===== src/hdl/assert_macros.svh =====
// shared assertion macros for the conversion block
`ifndef ASSERT_MACROS_SVH
`define ASSERT_MACROS_SVH

// property checked on every rising clock edge outside reset
`define ASSERT_AT(lbl, clk, rst_n, prop) \
  lbl: assert property (@(posedge clk) disable iff (!(rst_n)) (prop)) \
    else $error("assertion failed");

// condition that must never hold outside reset
`define ASSERT_NEVER(lbl, clk, rst_n, cond) \
  `ASSERT_AT(lbl, clk, rst_n, !(cond))

`endif


===== src/hdl/itoa_pkg.sv =====
package itoa_pkg;

  // width of the converted value
  localparam int VALUE_BITS = 64;

  // stream payload widths
  localparam int IN_FIELDS_W = 1 + VALUE_BITS;
  localparam int IN_TDATA_W  = ((IN_FIELDS_W + 7) / 8) * 8;
  localparam int OUT_TDATA_W = 8;

  // decimal digits needed for the largest magnitude
  localparam int NUM_DIGITS = (VALUE_BITS * 30103) / 100000 + 1;
  localparam int DIG_W      = 4 * NUM_DIGITS;
  localparam int CNT_W      = $clog2(VALUE_BITS);
  localparam int NDIG_W     = $clog2(NUM_DIGITS + 1);

  // queue between front and back
  localparam int QDEPTH  = 2;
  localparam int QADDR_W = $clog2(QDEPTH);

  // character codes
  localparam logic [7:0] CHAR_MINUS = 8'h2d;
  localparam logic [7:0] CHAR_ZERO  = 8'h30;
  localparam logic [7:0] CHAR_A     = 8'h61;

  // conversion modes
  localparam logic MODE_DEC = 1'b0;
  localparam logic MODE_HEX = 1'b1;

  // one classified number
  typedef struct packed {
    logic                  mode;
    logic                  neg;
    logic [VALUE_BITS-1:0] mag;
  } entry_t;

  // back end sequencer states
  typedef enum logic [2:0] {
    B_IDLE,
    B_DABBLE,
    B_SKIP,
    B_SIGN,
    B_EMIT
  } back_state_e;

  // add three to every bcd digit of five or more
  function automatic logic [DIG_W-1:0] bcd_adjust(input logic [DIG_W-1:0] bcd);
    logic [DIG_W-1:0] res;
    logic [3:0]       dig;
    res = bcd;
    for (int i = 0; i < NUM_DIGITS; i++) begin
      dig = bcd[4*i +: 4];
      if (dig >= 4'd5) begin
        res[4*i +: 4] = dig + 4'd3;
      end
    end
    return res;
  endfunction

  // digit value to lowercase ascii
  function automatic logic [7:0] digit_char(input logic [3:0] dig);
    logic [7:0] res;
    if (dig < 4'd10) begin
      res = CHAR_ZERO + {4'b0000, dig};
    end else begin
      res = CHAR_A + {4'b0000, dig} - 8'd10;
    end
    return res;
  endfunction

endpackage


===== src/hdl/itoa_front.sv =====
module itoa_front (
  input  logic                              s_axis_tvalid_i,
  output logic                              s_axis_tready_o,
  input  logic [itoa_pkg::IN_TDATA_W-1:0]   s_axis_tdata_i,
  input  logic                              q_full_i,
  output logic                              q_push_o,
  output itoa_pkg::entry_t                  q_entry_o
);

  logic                            mode;
  logic [itoa_pkg::VALUE_BITS-1:0] value;
  logic                            neg;

  // unpack fields
  assign mode  = s_axis_tdata_i[0];
  assign value = s_axis_tdata_i[itoa_pkg::VALUE_BITS:1];

  // sign split: only decimal mode is signed, negation wraps for the most negative value
  assign neg = (mode == itoa_pkg::MODE_DEC) && value[itoa_pkg::VALUE_BITS-1];

  assign q_entry_o.mode = mode;
  assign q_entry_o.neg  = neg;
  assign q_entry_o.mag  = neg ? (~value + itoa_pkg::VALUE_BITS'(1)) : value;

  // accept whenever the queue has room
  assign s_axis_tready_o = !q_full_i;
  assign q_push_o        = s_axis_tvalid_i && !q_full_i;

endmodule


===== src/hdl/itoa_fifo.sv =====
`include "assert_macros.svh"

module itoa_fifo (
  input  logic             clk_i,
  input  logic             rst_ni,
  input  logic             push_i,
  input  itoa_pkg::entry_t entry_i,
  output logic             full_o,
  input  logic             pop_i,
  output logic             valid_o,
  output itoa_pkg::entry_t entry_o
);

  itoa_pkg::entry_t              mem_q [itoa_pkg::QDEPTH];
  logic [itoa_pkg::QADDR_W:0]    wptr_q, wptr_d;
  logic [itoa_pkg::QADDR_W:0]    rptr_q, rptr_d;
  logic [itoa_pkg::QADDR_W:0]    fill;

  assign fill    = wptr_q - rptr_q;
  assign full_o  = (fill == (itoa_pkg::QADDR_W + 1)'(itoa_pkg::QDEPTH));
  assign valid_o = (fill != '0);
  assign entry_o = mem_q[rptr_q[itoa_pkg::QADDR_W-1:0]];

  // pointer update
  always_comb begin
    wptr_d = wptr_q;
    rptr_d = rptr_q;
    if (push_i) begin
      wptr_d = wptr_q + 1'b1;
    end
    if (pop_i) begin
      rptr_d = rptr_q + 1'b1;
    end
  end

  always_ff @(posedge clk_i or negedge rst_ni) begin
    if (!rst_ni) begin
      wptr_q <= '0;
      rptr_q <= '0;
    end else begin
      wptr_q <= wptr_d;
      rptr_q <= rptr_d;
    end
  end

  // storage
  always_ff @(posedge clk_i) begin
    if (push_i) begin
      mem_q[wptr_q[itoa_pkg::QADDR_W-1:0]] <= entry_i;
    end
  end

  `ASSERT_AT(a_fill_bound, clk_i, rst_ni, fill <= (itoa_pkg::QADDR_W + 1)'(itoa_pkg::QDEPTH))

endmodule


===== src/hdl/itoa_back.sv =====
`include "assert_macros.svh"

module itoa_back (
  input  logic                             clk_i,
  input  logic                             rst_ni,
  input  logic                             q_valid_i,
  input  itoa_pkg::entry_t                 q_entry_i,
  output logic                             q_pop_o,
  output logic                             m_axis_tvalid_o,
  input  logic                             m_axis_tready_i,
  output logic [itoa_pkg::OUT_TDATA_W-1:0] m_axis_tdata_o,
  output logic                             m_axis_tlast_o
);

  itoa_pkg::back_state_e               state_q, state_d;
  logic [itoa_pkg::DIG_W-1:0]          bcd_q, bcd_d;
  logic [itoa_pkg::VALUE_BITS-1:0]     bin_q, bin_d;
  logic [itoa_pkg::CNT_W-1:0]          cnt_q, cnt_d;
  logic [itoa_pkg::NDIG_W-1:0]         ndig_q, ndig_d;
  logic                                neg_q, neg_d;
  logic [itoa_pkg::DIG_W-1:0]          bcd_adj;
  logic [3:0]                          top_dig;
  logic                                out_free;
  logic                                out_load;
  logic [7:0]                          out_char;
  logic                                out_last;
  logic                                ovalid_q;
  logic [7:0]                          ochar_q;
  logic                                olast_q;

  assign top_dig  = bcd_q[itoa_pkg::DIG_W-1 -: 4];
  assign bcd_adj  = itoa_pkg::bcd_adjust(bcd_q);
  assign out_free = !ovalid_q || m_axis_tready_i;

  // sequencer: load, shift-add-3 (decimal only), drop leading zeros, sign if negative, emit
  always_comb begin
    state_d  = state_q;
    bcd_d    = bcd_q;
    bin_d    = bin_q;
    cnt_d    = cnt_q;
    ndig_d   = ndig_q;
    neg_d    = neg_q;
    q_pop_o  = 1'b0;
    out_load = 1'b0;
    out_char = itoa_pkg::CHAR_MINUS;
    out_last = 1'b0;
    unique case (state_q)
      itoa_pkg::B_IDLE: begin
        if (q_valid_i) begin
          q_pop_o = 1'b1;
          neg_d   = q_entry_i.neg;
          ndig_d  = itoa_pkg::NDIG_W'(itoa_pkg::NUM_DIGITS);
          if (q_entry_i.mode == itoa_pkg::MODE_HEX) begin
            bcd_d   = {{(itoa_pkg::DIG_W - itoa_pkg::VALUE_BITS){1'b0}}, q_entry_i.mag};
            state_d = itoa_pkg::B_SKIP;
          end else begin
            bcd_d   = '0;
            bin_d   = q_entry_i.mag;
            cnt_d   = itoa_pkg::CNT_W'(itoa_pkg::VALUE_BITS - 1);
            state_d = itoa_pkg::B_DABBLE;
          end
        end
      end
      itoa_pkg::B_DABBLE: begin
        bcd_d = {bcd_adj[itoa_pkg::DIG_W-2:0], bin_q[itoa_pkg::VALUE_BITS-1]};
        bin_d = {bin_q[itoa_pkg::VALUE_BITS-2:0], 1'b0};
        cnt_d = cnt_q - 1'b1;
        if (cnt_q == '0) begin
          state_d = itoa_pkg::B_SKIP;
        end
      end
      itoa_pkg::B_SKIP: begin
        if (top_dig == 4'd0 && ndig_q != itoa_pkg::NDIG_W'(1)) begin
          bcd_d  = {bcd_q[itoa_pkg::DIG_W-5:0], 4'b0000};
          ndig_d = ndig_q - 1'b1;
        end else begin
          state_d = neg_q ? itoa_pkg::B_SIGN : itoa_pkg::B_EMIT;
        end
      end
      itoa_pkg::B_SIGN: begin
        if (out_free) begin
          out_load = 1'b1;
          out_char = itoa_pkg::CHAR_MINUS;
          state_d  = itoa_pkg::B_EMIT;
        end
      end
      itoa_pkg::B_EMIT: begin
        if (out_free) begin
          out_load = 1'b1;
          out_char = itoa_pkg::digit_char(top_dig);
          out_last = (ndig_q == itoa_pkg::NDIG_W'(1));
          bcd_d    = {bcd_q[itoa_pkg::DIG_W-5:0], 4'b0000};
          ndig_d   = ndig_q - 1'b1;
          if (ndig_q == itoa_pkg::NDIG_W'(1)) begin
            state_d = itoa_pkg::B_IDLE;
          end
        end
      end
      default: begin
        state_d = itoa_pkg::B_IDLE;
      end
    endcase
  end

  always_ff @(posedge clk_i or negedge rst_ni) begin
    if (!rst_ni) begin
      state_q <= itoa_pkg::B_IDLE;
    end else begin
      state_q <= state_d;
    end
  end

  // working registers
  always_ff @(posedge clk_i) begin
    bcd_q  <= bcd_d;
    bin_q  <= bin_d;
    cnt_q  <= cnt_d;
    ndig_q <= ndig_d;
    neg_q  <= neg_d;
  end

  // output register
  always_ff @(posedge clk_i or negedge rst_ni) begin
    if (!rst_ni) begin
      ovalid_q <= 1'b0;
    end else if (out_load) begin
      ovalid_q <= 1'b1;
    end else if (m_axis_tready_i) begin
      ovalid_q <= 1'b0;
    end
  end

  always_ff @(posedge clk_i) begin
    if (out_load) begin
      ochar_q <= out_char;
      olast_q <= out_last;
    end
  end

  assign m_axis_tvalid_o = ovalid_q;
  assign m_axis_tdata_o  = ochar_q;
  assign m_axis_tlast_o  = olast_q;

  `ASSERT_NEVER(a_emit_has_digit, clk_i, rst_ni, state_q == itoa_pkg::B_EMIT && ndig_q == '0)
  `ASSERT_AT(a_sign_then_digit, clk_i, rst_ni, (state_q == itoa_pkg::B_SIGN && out_load) |=> (state_q == itoa_pkg::B_EMIT && neg_q))

endmodule


===== src/hdl/integer_to_ascii_digits.sv =====
// channel   dir  tdata                                tlast
// s_axis    in   [0] mode, [64:1] value, [71:65] zero  -
// m_axis    out  [7:0] char_code                      last
//
// hex: load the magnitude, then drop leading zeros and emit the digits
// decimal: load, shift-add-3 over the value bits, drop leading zeros, a sign if negative, emit
// the shift-add-3 loop in the back end takes one value bit per cycle
// a sink stall holds the back end; a two-entry queue keeps the front accepting
// reset clears the queue pointers, the sequencer and the output valid
module integer_to_ascii_digits (
  input  logic                             clk_i,
  input  logic                             rst_ni,
  input  logic                             s_axis_tvalid_i,
  output logic                             s_axis_tready_o,
  input  logic [itoa_pkg::IN_TDATA_W-1:0]  s_axis_tdata_i,  // mode, value, zero pad
  output logic                             m_axis_tvalid_o,
  input  logic                             m_axis_tready_i,
  output logic [itoa_pkg::OUT_TDATA_W-1:0] m_axis_tdata_o,  // char_code
  output logic                             m_axis_tlast_o
);

  logic             q_full;
  logic             q_push;
  logic             q_pop;
  logic             q_valid;
  itoa_pkg::entry_t q_in;
  itoa_pkg::entry_t q_out;

  // classify incoming numbers
  itoa_front u_front (
    .s_axis_tvalid_i (s_axis_tvalid_i),
    .s_axis_tready_o (s_axis_tready_o),
    .s_axis_tdata_i  (s_axis_tdata_i),
    .q_full_i        (q_full),
    .q_push_o        (q_push),
    .q_entry_o       (q_in)
  );

  // decoupling queue
  itoa_fifo u_fifo (
    .clk_i   (clk_i),
    .rst_ni  (rst_ni),
    .push_i  (q_push),
    .entry_i (q_in),
    .full_o  (q_full),
    .pop_i   (q_pop),
    .valid_o (q_valid),
    .entry_o (q_out)
  );

  // convert and emit characters
  itoa_back u_back (
    .clk_i           (clk_i),
    .rst_ni          (rst_ni),
    .q_valid_i       (q_valid),
    .q_entry_i       (q_out),
    .q_pop_o         (q_pop),
    .m_axis_tvalid_o (m_axis_tvalid_o),
    .m_axis_tready_i (m_axis_tready_i),
    .m_axis_tdata_o  (m_axis_tdata_o),
    .m_axis_tlast_o  (m_axis_tlast_o)
  );

endmodule


===== config.mk =====
export PLATFORM = sky130hd
export DESIGN_NAME = integer_to_ascii_digits
export DESIGN_NICKNAME = d
export VERILOG_FILES = /design/src/hdl/itoa_pkg.sv /design/src/hdl/itoa_front.sv /design/src/hdl/itoa_fifo.sv /design/src/hdl/itoa_back.sv /design/src/hdl/integer_to_ascii_digits.sv
export VERILOG_INCLUDE_DIRS = /design/src /design/src/hdl
export SDC_FILE = /design/constraint.sdc
export NUM_CORES = 1
export LEC_CHECK = 0
export BUFFER_PORTS_ARGS = -buffer_cell sky130_fd_sc_hd__buf_2
export CAP_MARGIN = 40
export CORE_UTILIZATION = 55
export CTS_CLUSTER_DIAMETER = 80
export DETAILED_ROUTE_END_ITERATION = 10
export GPL_TIMING_DRIVEN = 0
export PLACE_DENSITY = 0.76
export SYNTH_ARGS = -nofsm -noshare
export SYNTH_HDL_FRONTEND = slang
export SYNTH_SLANG_ARGS = --single-unit

===== constraint.sdc =====
create_clock -name clk_i -period 7 [get_ports clk_i]
set_input_delay 1.05 -clock clk_i [delete_from_list [all_inputs] [get_ports clk_i]]
set_output_delay 1.05 -clock clk_i [all_outputs]
set_load 0.05 [all_outputs]

[Word-level counts from Yosys, hierarchy flattened]
Memories as Yosys holds them, arrays and structs flattened.
Cells that the tools add are included.
Widths: inputs -> output; s select.
Cells by class
  add/sub/neg operators: 29
  $lt $le $gt $ge: 21
  equality and inequality tests: 15
  multiplexer cells: 54
  bitwise logic cells: 2
  reduce and logical (&&, ||, !) cells: 21
Operators by type and width (count)
  $pmux 80 s4: 1
  $mux 64: 4
  $mux 80: 3
  $pmux 64 s2: 1
  $ge 4x3->1 const B: 20
  $add 4x2->4 const B: 19
  $mux 4: 19
  $add 64x1->64 const B: 1
  $not 64->64: 1
  $mux 3: 8
  $mux 5: 3
  $pmux 3 s5: 1
  $pmux 5 s3: 1
  $mux 6: 2
  $pmux 6 s2: 1
  $ne 2x1->1 const B: 5
  $add 7x4->8 const A: 1
  $mux 1: 8
  $mux 8: 1
  $reduce_and 4->1: 2
  $sub 8x4->8 const B: 1
  $add 6x4->7 const A: 1
  $eq 3x2->1 const B: 2
  $logic_not 6->1: 1
  26 further kinds: 35
Storage, ports and cells
  register bits after elaboration: 173
  bits in writable memories: 132
  input port bits: 76
  output and inout bits: 11
  logic and storage cells: 154
  memories: 1
Memories
  u_fifo.mem_q: depth 2, bits a word 66, read ports 1, clocked after memory_dff 0, wr ports 1, line itoa_fifo.sv:14  | itoa_pkg::entry_t mem_q [itoa_pkg::QDEPTH];

[Logic depth before layout (Yosys ltp)]
Gate-level depths: netlist (run 1).
  depth after elaboration: 6
  gate-level depth with buffers: 8
  gate-level depth less buffers: 7

[Cells and area by module]
Synthesis (run 1) repeated with hierarchy kept, for this count alone.
Second synthesis, totals
  cells, all modules: 1397
  area, all modules: 16189.3 µm²
By module, submodules not included
  itoa_back: times used 1, cells an instance 938, area each 9655.5 µm², seq. area each 5024.8 µm²
  itoa_fifo: times used 1, cells an instance 221, area each 4986.0 µm², seq. area each 4063.9 µm²
  itoa_front: times used 1, cells an instance 238, area each 1547.7 µm², seq. area each 0.0 µm²

[Worst setup path before layout (run 1)]
Ideal clock, no wire load.
  path kind: reg-to-reg
  from: reg u_back.state_q[1]
  to: reg u_back.bin_q[0] (netlist name), enable pin
  setup time: 595 ps
  data arrival time: 6266 ps
  required time: 6405 ps
  slack: 139 ps
  cell stages (with the launch flop): 6
  buffers on the path: 2
  clock period less this slack: 6861 ps
  cells stage by stage: dfrtp_1 clkbuf_1 clkbuf_1 nor4_1 inv_1 o21ai_0
On the way
  cells in the longest elaborated chain, start to end: 3
  elaborated cells between the ends (all ways): 6
  classes of those cells: eq/ne: 3; reduce/logical: 3
Ends and longest elaborated chain
  start: declaration: line itoa_back.sv:15  | itoa_pkg::back_state_e state_q, state_d;
  start signal: assignment: line itoa_back.sv:107  | state_q <= itoa_pkg::B_IDLE;
  start signal: assignment: line itoa_back.sv:109  | state_q <= state_d;
  $eq 3x1->1 / $logic_not 3->1 (equally long branches): line itoa_back.sv:47  | unique case (state_q)
  $reduce_bool 2->1 (no line) / $ne 2x2->1 (equally long branches)
  $reduce_and 3->1 (no line) (*)
  end signal: assignment: line itoa_back.sv:116  | bin_q <= bin_d;
  end: declaration: line itoa_back.sv:17  | logic [itoa_pkg::VALUE_BITS-1:0] bin_q, bin_d;
Every way passes the cells marked *; elsewhere a longest branch is shown, timed or not.
A chain may end at the register's enable or synchronous reset.

[Worst setup path in the final report (run 1)]
  from: reg u_back.state_q[1]
  to: reg u_back.bin_q[50] (netlist name), enable pin
Same word-level chain as after synthesis.

==> results.toml, run 1 <==
[detailed_routing]
viasPerCell = 6.134
dr.pass1.iters = 6
wl_per_cell_um = 20.69
drc = 0
detail_route.iter0.violations = 1268
route.vias.total = 11323
totalWireLength_mm = 38.20
postRouteAntennaNets = 0

[sta]
max_slew_margin = 0.4211
drv_slew = 0
rsz0062_at_grt = "false"
finalSetupTns_ns = 0
fmax_ghz = 0.2628
finalCriticalPeriod_ns = 3.805
fin_crit_sh = 0.5435
hold_violations = 0
clock-skew-final_ns = 0.03664
tightest_slew_ns = 0.8683
setup_viol = 0

[pwr]
p_leak_nw = 6.422
peakVddDrop_mv = 0.3935
power_w = 0.009200
power_density_nw_per_um2 = 519.5

[logic_synthesis]
synth_warnings = 0
syn-num-nets = 1446
synth_seq_cells = 304
synth_seq_area_share = 0.5853
synth_ff_type = "edfxtp_1"
yosysMostFrequentCell = "edfxtp_1"
synth_edf_count = 296
async_reset_ff_frac = 0.02632
netlist_instances = 1324
synth_area_um2 = 15530
synth_area_leaders = "edfxtp_1 57%, a21oi_1 4.6%, mux2i_1 4.2%, ha_1 3.7%, xnor2_1 3.6%"
avgSynthCellArea_um2 = 11.73
synth_common_cells = "296 x edfxtp_1, 143 x a21oi_1, 140 x nor2_1, 68 x nand2_1, 65 x mux2i_1"
yosys.area.top_type = "edfxtp_1"
synthDistinctLibCells = 58
yosys.area.top_type_share = 0.5724

[cts]
cts_tree = "done"
path_clk_slew_ns = 0.07
post_cts_buffers = 0
cts-resized-gates = 0
cts-root-buf = "clkbuf_16"
insertion_delay_ns = 0.57
clockBufferDepth = 3
cts.sinks = 304
htreeDepth = 1
cts_hold_buf = 0
cts_made_buffers = 30

[critical_path]
startpoint = "u_back.state_q[1]"
endpoint_kind = "flip-flop"
worstReg2RegStart = "u_back.state_q[1]"
crit_path_start_kind = "flip-flop"
cp.arrival_ns = 4.09
crit_fanout = 27
r2r-end = "u_back.bin_q[50]"
r2r_cells = 9
critPathKind = "flip-flop to flip-flop"
reg2reg_slack_ns = 3.20
worstPathRequired_ns = 7.29

[place]
gp_congestion = 0.8881
dp_hpwl_mm = 27.17
place_area_um2 = 16640
port_buffers = 78

[floorplanning]
pin_count = 87
die_y_um = 170.0
die_area_um2 = 28910
coreArea_um2 = 27780
std_cell_rows = 61
die_x_um = 170.0
start_util = 0.5590

[cells_and_area]
antenna_cells = 0
areaGrowthSynthToFinish_pct = 14.04
final_area_um2 = 17710
utilization = 0.6374
nNetsFinal = 1569
n_fill_cell = 2137
drive_gt1_frac = 0.1049

[run_status]
status = "completed"

[global_route]
grt_pass1_vias = 10954
grt_util_all_layers = 0.2672
antenna_found_initial = 0
overflow = 0
grt_pass1_wl_mm = 59.26
grt_max_degree = 63

[worst_hold_path]
hold_path_class = "input pin to asynchronous set/reset pin"

[job]
max-cap-violations = 0
## layout by cell type (no fill, tap or decap), types with 4 or more instances in the layout
| cell | n |
|---|---|
| o22ai_1 | 8 |
| nor3b_1 | 28 |
| buf_1 | 9 |
| a32oi_1 | 7 |
| nand2_1 | 68 |
| buf_6 | 5 |
| clkbuf_1 | 57 |
| ha_1 | 46 |
| a21oi_1 | 143 |
| o41ai_1 | 5 |
| o21ai_0 | 61 |
| a221o_1 | 14 |
| a21o_1 | 14 |
| o22a_1 | 4 |
| clkinv_2 | 4 |
| nor3_1 | 20 |
| a31oi_1 | 8 |
| nand2b_1 | 29 |
| mux2i_1 | 65 |
| nand3_1 | 11 |
| xnor2_1 | 63 |
| or3_1 | 7 |
| inv_1 | 55 |
| clkbuf_16 | 30 |
| nor2b_1 | 8 |
| o221ai_1 | 33 |
| clkinv_1 | 4 |
| o31ai_1 | 8 |
| xor2_1 | 38 |
| a22oi_1 | 5 |
| or4_1 | 7 |
| edfxtp_1 | 296 |
| nor4_1 | 17 |
| buf_2 | 78 |
| dfrtp_1 | 8 |
| nor2_1 | 139 |
| bufinv_16 | 8 |
## metrics by stage
| stage | hold WS [ns] | setup slack (ns) | std cells |
|---|---|---|---|
| 4_1_cts | 0.3182 | 3.239 | 1846 |
| 2_1_floorplan | 0.4604 | 0.1393 | 1324 |
| 5_1_grt | 0.3343 | 3.038 | 1846 |
| 3_5_place_dp | 0.4824 | 3.113 | 1793 |
| 3_3_place_gp | 0.4728 | -2.214 | 1780 |
| 6_report | 0.3336 | 3.195 | 1846 |
## cells by family after synthesis
logic type / after synthesis / synth area share
AND/OR/NAND/NOR: 357 / 0.1130
buffers and inverters: 118 / 0.02973
multiplexers: 67 / 0.04335
AO/OA/AOI/OAI: 329 / 0.1341
flip-flops: 304 / 0.5853
XOR/XNOR: 101 / 0.05697
other: 2 / 0.0004836
adder cells (fa/ha/maj): 46 / 0.03706
## worst max path at each step
stage                          endpoint  depth (start not counted)
finish                 u_back.bin_q[50]                          9
global placement       u_back.bin_q[49]                          6
CTS                    u_back.bin_q[48]                          9
global route           u_back.bin_q[36]                          9
detailed placement  u_fifo.mem_q[1][60]                         10
floorplan               u_back.bin_q[0]                          5
## routing by layer
| layer | part of all wire | track usage | wire [um] |
|---|---|---|---|
| met1 | 0.42 | 0.3619 | 15910 |
| met2 | 0.47 | 0.4351 | 18060 |
| met3 | 0.076 | 0.03674 | 2891 |
| met4 | 0.035 | 0.1101 | 1336 |
| met5 | 0 | 0 | 0 |
## critical path: stages, from the launching register on
cell	delay, ns
dfrtp_1	0.32
clkbuf_1	0.26
or2_2	0.17
clkbuf_1	0.15
clkbuf_1	0.50
clkbuf_1	0.72
buf_1	0.54
o21ai_4	0.35
buf_12	0.27
buf_16	0.18
## final cells by class
class | instances | area (um^2) | share of cell area
Clock buffer | 35 | 769.5 | 0.04345
Multi-Input combinational cell | 902 | 6010 | 0.3394
Clock inverter | 18 | 299.0 | 0.01689
Tap cell | 378 | 473.0 | 0.02671
Inverter | 55 | 206.4 | 0.01166
Sequential cell | 304 | 9089 | 0.5132
Buffer | 63 | 255.2 | 0.01441
Timing Repair Buffer | 91 | 606.8 | 0.03427
## flip-flops by register name (all words and copies together) (netlist names), 3 cells and up
register,count
u_back.ndig_q,5
u_back.m_axis_tdata_o,7
u_back.cnt_q,6
u_back.bcd_q,80
u_back.state_q,3
u_fifo.mem_q,132
u_back.bin_q,64
## power by group
part | internal (W) | total (W) | switching (W)
clock network | 0.00108 | 0.00176 | 0.000685
logic | 0.00133 | 0.00376 | 0.00243
registers | 0.00324 | 0.00368 | 0.000442
Power figures use the tool's default switching activity.
==> inputs of run 2 (changes only) <==
--- a/config.mk
+++ b/config.mk
@@ -12,7 +12,7 @@
 export CTS_CLUSTER_DIAMETER = 80
 export DETAILED_ROUTE_END_ITERATION = 10
 export GPL_TIMING_DRIVEN = 0
-export PLACE_DENSITY = 0.76
+export PLACE_DENSITY = 0.73
 export SYNTH_ARGS = -nofsm -noshare
 export SYNTH_HDL_FRONTEND = slang
 export SYNTH_SLANG_ARGS = --single-unit
==> constraint.sdc (replaced) <==
create_clock -name clk_i -period 3.68 [get_ports clk_i]
set_input_delay 0.552 -clock clk_i [delete_from_list [all_inputs] [get_ports clk_i]]
set_output_delay 0.552 -clock clk_i [all_outputs]
set_load 0.05 [all_outputs]
==> run 2 against run 1 <==
Compared with the run above:
- clock power up 87%
- wire length down 4.3%
- global-route usage down 1.1 points
- critical path type unchanged
- first-iteration DRC count down 21%
- highest routed layer unchanged
==> results.toml, run 2 (synthesis results as in run 1) <==
[floorplanning]
die_x_um = 170.0
start_util = 0.5590
die_area_um2 = 28910
pin_count = 87
die_y_um = 170.0
coreArea_um2 = 27780
std_cell_rows = 61

[cells_and_area]
areaGrowthSynthToFinish_pct = 14.12
utilization = 0.6379
layout_commonest_cell = "edfxtp_1"
largest_reg_flops = 132
drive_gt1_frac = 0.1107
nNetsFinal = 1570
mostFrequentLayoutCells = "296 x edfxtp_1, 143 x a21oi_1, 139 x nor2_1"
antenna_cells = 0

[pwr]
peakVddDrop_mv = 0.7178
power_w = 0.01733
p_leak_nw = 6.425
power_density_nw_per_um2 = 977.8

[cts]
post_cts_buffers = 0
cts.sinks = 304
insertion_delay_ns = 0.57
cts_tree = "done"
clockBufferDepth = 3
cts_made_buffers = 30
path_clk_slew_ns = 0.07
htreeDepth = 1
cts-root-buf = "clkbuf_16"

[critical_path]
worstPathCellList = "clkbuf_1 -> or2_2 -> clkbuf_1 -> clkbuf_1 -> clkbuf_2 -> buf_1 -> o21ai_4 -> buf_12 -> buf_12"
critical_path.slowest_cell = "clkbuf_1"
crit_path_start_kind = "flip-flop"
worst_path_most_repeated_cell = "clkbuf_1"
crit_fanout = 29
slowest_delay_ns = 0.51
cp.arrival_ns = 3.78
worstPathRequired_ns = 3.98
endpoint_kind = "flip-flop"
critPathKind = "flip-flop to flip-flop"

[global_route]
antenna_found_initial = 0
grt_max_degree = 62
grt_pass1_vias = 10356
grt_util_all_layers = 0.2565
overflow = 0
grt_pass1_wl_mm = 56.59

[run_status]
status = "completed"

[detailed_routing]
detail_route.iter0.violations = 999
wl_per_cell_um = 19.75
dr.pass1.iters = 6
postRouteAntennaNets = 0
route.vias.total = 11122
drc = 0
totalWireLength_mm = 36.54
viasPerCell = 6.012

[sta]
fmax_ghz = 0.2874
holdWs_ns = 0.2471
max_slew_margin = 0.4284
clock-skew-final_ns = 0.02994
finalCriticalPeriod_ns = 3.480
fin_crit_sh = 0.9455
rsz0062_at_grt = "false"
tightest_slew_ns = 0.8574
setup_viol = 0
finalSetupTns_ns = 0
hold_violations = 0
drv_slew = 0

[place]
gp_congestion = 0.8915
dp_hpwl_mm = 26.68
port_buffers = 78

[worst_hold_path]
hold_path_class = "input pin to flip-flop"

[job]
max-cap-violations = 0
[run 2: cell count changes in the layout (fill, tap and decap cells not counted), sizes merged]
cell           before  now
buf               100   99
bufinv              8    6
clkbuf             87   84
clkdlybuf4s15       1    2
clkinv              9   12
clkinvlp            1    3
dlygate4sd3         0    1
inv                55   58
[run 2: repair_timing]
item                                    in CTS  in global routing
hold endpoints to repair                     8                  0
resized for setup                            1                  0
hold buffers                                 1                  0
endpoints found under the setup margin      27                  0
[run 2: worst max-delay path, delay by kind of cell, from the launching register on]
family	cells	cell delay, ns
AOI/OAI and AO/OA	1	0.31
buffers and inverters	7	2.35
DFF	1	0.32
and+or+nand+nor	1	0.17
[run 2: metrics by stage]
stage / setup slack (ns) / cell area, um^2 / cells
6_report: 0.2004 / 17720 / 1850
4_1_cts: 0.2089 / 17720 / 1850
2_1_floorplan: 0.02389 / 15530 / 1324
5_1_grt: 0.05479 / 17720 / 1850
3_5_place_dp: 0.0009728 / 16640 / 1793
3_3_place_gp: -1.191 / 16400 / 1780
[run 2: cell type report]
cell class / instances / area, um^2
inverters: 55 / 206.4
repair buffers: 92 / 616.8
clock buffers: 32 / 758.2
fillers: 2157 / 10060
multi-input cells: 902 / 6010
clock inverters: 24 / 311.5
flip-flops and latches: 304 / 9089
well taps: 378 / 473.0
plain buffers: 63 / 256.5
[run 2: final timing paths]
kind	start	endpoint	slack (ns)	cells past startpoint
max reg2reg	u_back.state_q[1]	u_back.bin_q[44]	0.20	9
min	s_axis_tdata_i[0]	u_fifo.mem_q[1][65]	0.25	1
max in group asynchronous	rst_ni	u_fifo.wptr_q[0]	3.11	2
min in group asynchronous	rst_ni	u_back.state_q[1]	0.38	2
max	u_back.state_q[1]	u_back.bin_q[44]	0.20	9
min reg2reg	u_fifo.wptr_q[1]	u_fifo.wptr_q[1]	0.49	1
[run 2: power by group]
part	internal (W)	switching, W
logic	0.00250	0.00457
registers	0.00616	0.000816
clock network	0.00193	0.00135
total	0.0106	0.00674
[run 2: routing by layer]
| layer | track usage | wire length, um | up-vias |
|---|---|---|---|
| met5 | 0 | 0 | - |
| met4 | 0.08931 | 1059 | 0 |
| met2 | 0.4029 | 16880 | 472 |
| li1 | - | - | 5204 |
| met1 | 0.3680 | 15950 | 5368 |
| met3 | 0.03349 | 2654 | 78 |
==> inputs of run 3 (changes only) <==
--- a/config.mk
+++ b/config.mk
@@ -9,9 +9,11 @@
 export BUFFER_PORTS_ARGS = -buffer_cell sky130_fd_sc_hd__buf_2
 export CAP_MARGIN = 40
 export CORE_UTILIZATION = 55
+export CTS_BUF_LIST = sky130_fd_sc_hd__clkbuf_2
 export CTS_CLUSTER_DIAMETER = 80
 export DETAILED_ROUTE_END_ITERATION = 10
 export GPL_TIMING_DRIVEN = 0
+export MAX_ROUTING_LAYER = met4
 export PLACE_DENSITY = 0.73
 export SYNTH_ARGS = -nofsm -noshare
 export SYNTH_HDL_FRONTEND = slang
==> run 3 against run 2 <==
Compared with the run above:
- utilization shrank 1.1 points
- critical endpoint is now u_back.bin_q[55]
- final area is 1.7% lower
- largest power group unchanged
- clock skew up 0.069 ns
==> results.toml, run 3 (synthesis results as in run 1) <==
[run_status]
status = "completed"

[floorplanning]
coreArea_um2 = 27780
die_y_um = 170.0
pin_count = 87
start_util = 0.5590
die_area_um2 = 28910
die_x_um = 170.0
std_cell_rows = 61

[sta]
drv_slew = 0
fin_ws_ns = 0.5032
setup_viol = 0
max_slew_margin = 0.4335
fmax_ghz = 0.3148
tightest_slew_ns = 0.8497
finalCriticalPeriod_ns = 3.177
fin_crit_sh = 0.8632
finalSetupTns_ns = 0
hold_violations = 0
rsz0062_at_grt = "false"
clock-skew-final_ns = 0.09849

[global_route]
grt_use_met2 = 0.4207
grt_max_degree = 67
grt_use_met3 = 0.04814
top_usage_layer = "met2"
overflow = 0
grt_pass1_vias = 10926
grt_pass1_wl_mm = 57.84
grtUsageMet1 = 0.3563
grt_util_all_layers = 0.2719
antenna_found_initial = 1

[cells_and_area]
utilization = 0.6269
drive_gt1_frac = 0.1418
areaGrowthSynthToFinish_pct = 12.16
layout_commonest_cell = "edfxtp_1"
nNetsFinal = 1624
n_fill_cell = 2235
largest_reg_flops = 132
final-seq-area_um2 = 9089
layout.cells.non_filler = 1930
mostFrequentLayoutCells = "296 x edfxtp_1, 143 x a21oi_1, 139 x nor2_1"
multi_input_area_um2 = 6010

[pwr]
power_density_nw_per_um2 = 934.9
power_w = 0.01628
p_leak_nw = 6.440
peakVddDrop_mv = 0.7067

[cts]
cts_tree = "done"
post_cts_buffers = 0
path_clk_slew_ns = 0.09
cts_made_buffers = 76
cts-root-buf = "clkbuf_2"
htreeDepth = 3
cts.sinks = 304
clockBufferDepth = 3
insertion_delay_ns = 0.85

[place]
placedCellCount = 1793
port_buffers = 78
dp_hpwl_mm = 27.17
gp_congestion = 0.9050
post-place-ws_ns = -0.009492

[critical_path]
endpoint_kind = "flip-flop"
crit_fanout = 26
worstReg2RegStart = "u_back.state_q[1]"
crit_path_start_kind = "flip-flop"
critPathKind = "flip-flop to flip-flop"
worstPathRequired_ns = 4.20
cp.arrival_ns = 3.70
startpoint = "u_back.state_q[1]"

[detailed_routing]
viasPerCell = 5.894
drc = 0
dr.pass1.iters = 5
wl_per_cell_um = 19.42
detail_route.iter0.violations = 971
postRouteAntennaNets = 0
totalWireLength_mm = 37.49
route.vias.total = 11375

[job]
max-cap-violations = 0

[worst_hold_path]
hold_path_class = "input pin to flip-flop"
worstHoldStart = "s_axis_tdata_i[8]"
[run 3: cell count changes in the layout (fill, tap and decap cells not counted), moves of 4 or more]
cell | previous run | this run
clkbuf_2 | 1 | 102
clkbuf_16 | 30 | 0
clkinv_1 | 3 | 20
dlygate4sd3_1 | 1 | 9
bufinv_16 | 6 | 2
[run 3: final timing paths]
path / to / slack (ns) / depth (start not counted)
max: u_back.bin_q[55] / 0.50 / 8
min: u_fifo.mem_q[1][7] / 0.09 / 2
max reg2reg: u_back.bin_q[55] / 0.50 / 8
min reg2reg: u_fifo.rptr_q[1] / 0.50 / 1
max in group asynchronous: u_fifo.wptr_q[0] / 2.26 / 4
min in group asynchronous: u_back.state_q[0] / 0.61 / 3
[run 3: timing repair]
action	CTS	global route
gates resized for setup	1	0
hold buffers	9	0
gates cloned	0	0
setup endpoints to repair	22	22
hold endpoints to repair	19	0
[run 3: where the power goes]
group / internal, W / switching (W)
registers: 0.00615 / 0.000825
logic: 0.00253 / 0.00457
clock network: 0.000880 / 0.00133
total: 0.00955 / 0.00673
[run 3: area by class of cell]
| class | instances | area share |
|---|---|---|
| inverter | 55 | 0.01185 |
| sequential | 304 | 0.5218 |
| clock inverter | 27 | 0.009698 |
| antenna | 1 | 0.0001437 |
| buffer | 62 | 0.01451 |
| multi-input combinational | 902 | 0.3450 |
| tap | 378 | 0.02716 |
| clock buffer | 100 | 0.02874 |
| timing repair buffer | 101 | 0.04102 |
[run 3: metrics by stage]
stage / area, um^2 / hold slack [ns]
floorplan: 15530 / 0.2564
global placement: 16400 / 0.4107
detailed placement: 16650 / 0.4174
CTS: 17410 / 0.005543
global route: 17420 / 0.03092
finish: 17420 / 0.08809
[run 3: metal layers]
metal / share of wire / up-vias
met1: 0.45 / 5465
met3: 0.064 / 86
li1: - / 5352
met4: 0.030 / 0
met2: 0.46 / 472
met5: 0 / -
[run 3: critical path: stages (launching register included)]
cell,delay (ns)
dfrtp_1,0.33
clkbuf_1,0.26
or2_2,0.17
clkbuf_1,0.14
clkbuf_1,0.47
clkbuf_2,0.60
o21ai_4,0.38
buf_12,0.28
buf_16,0.17
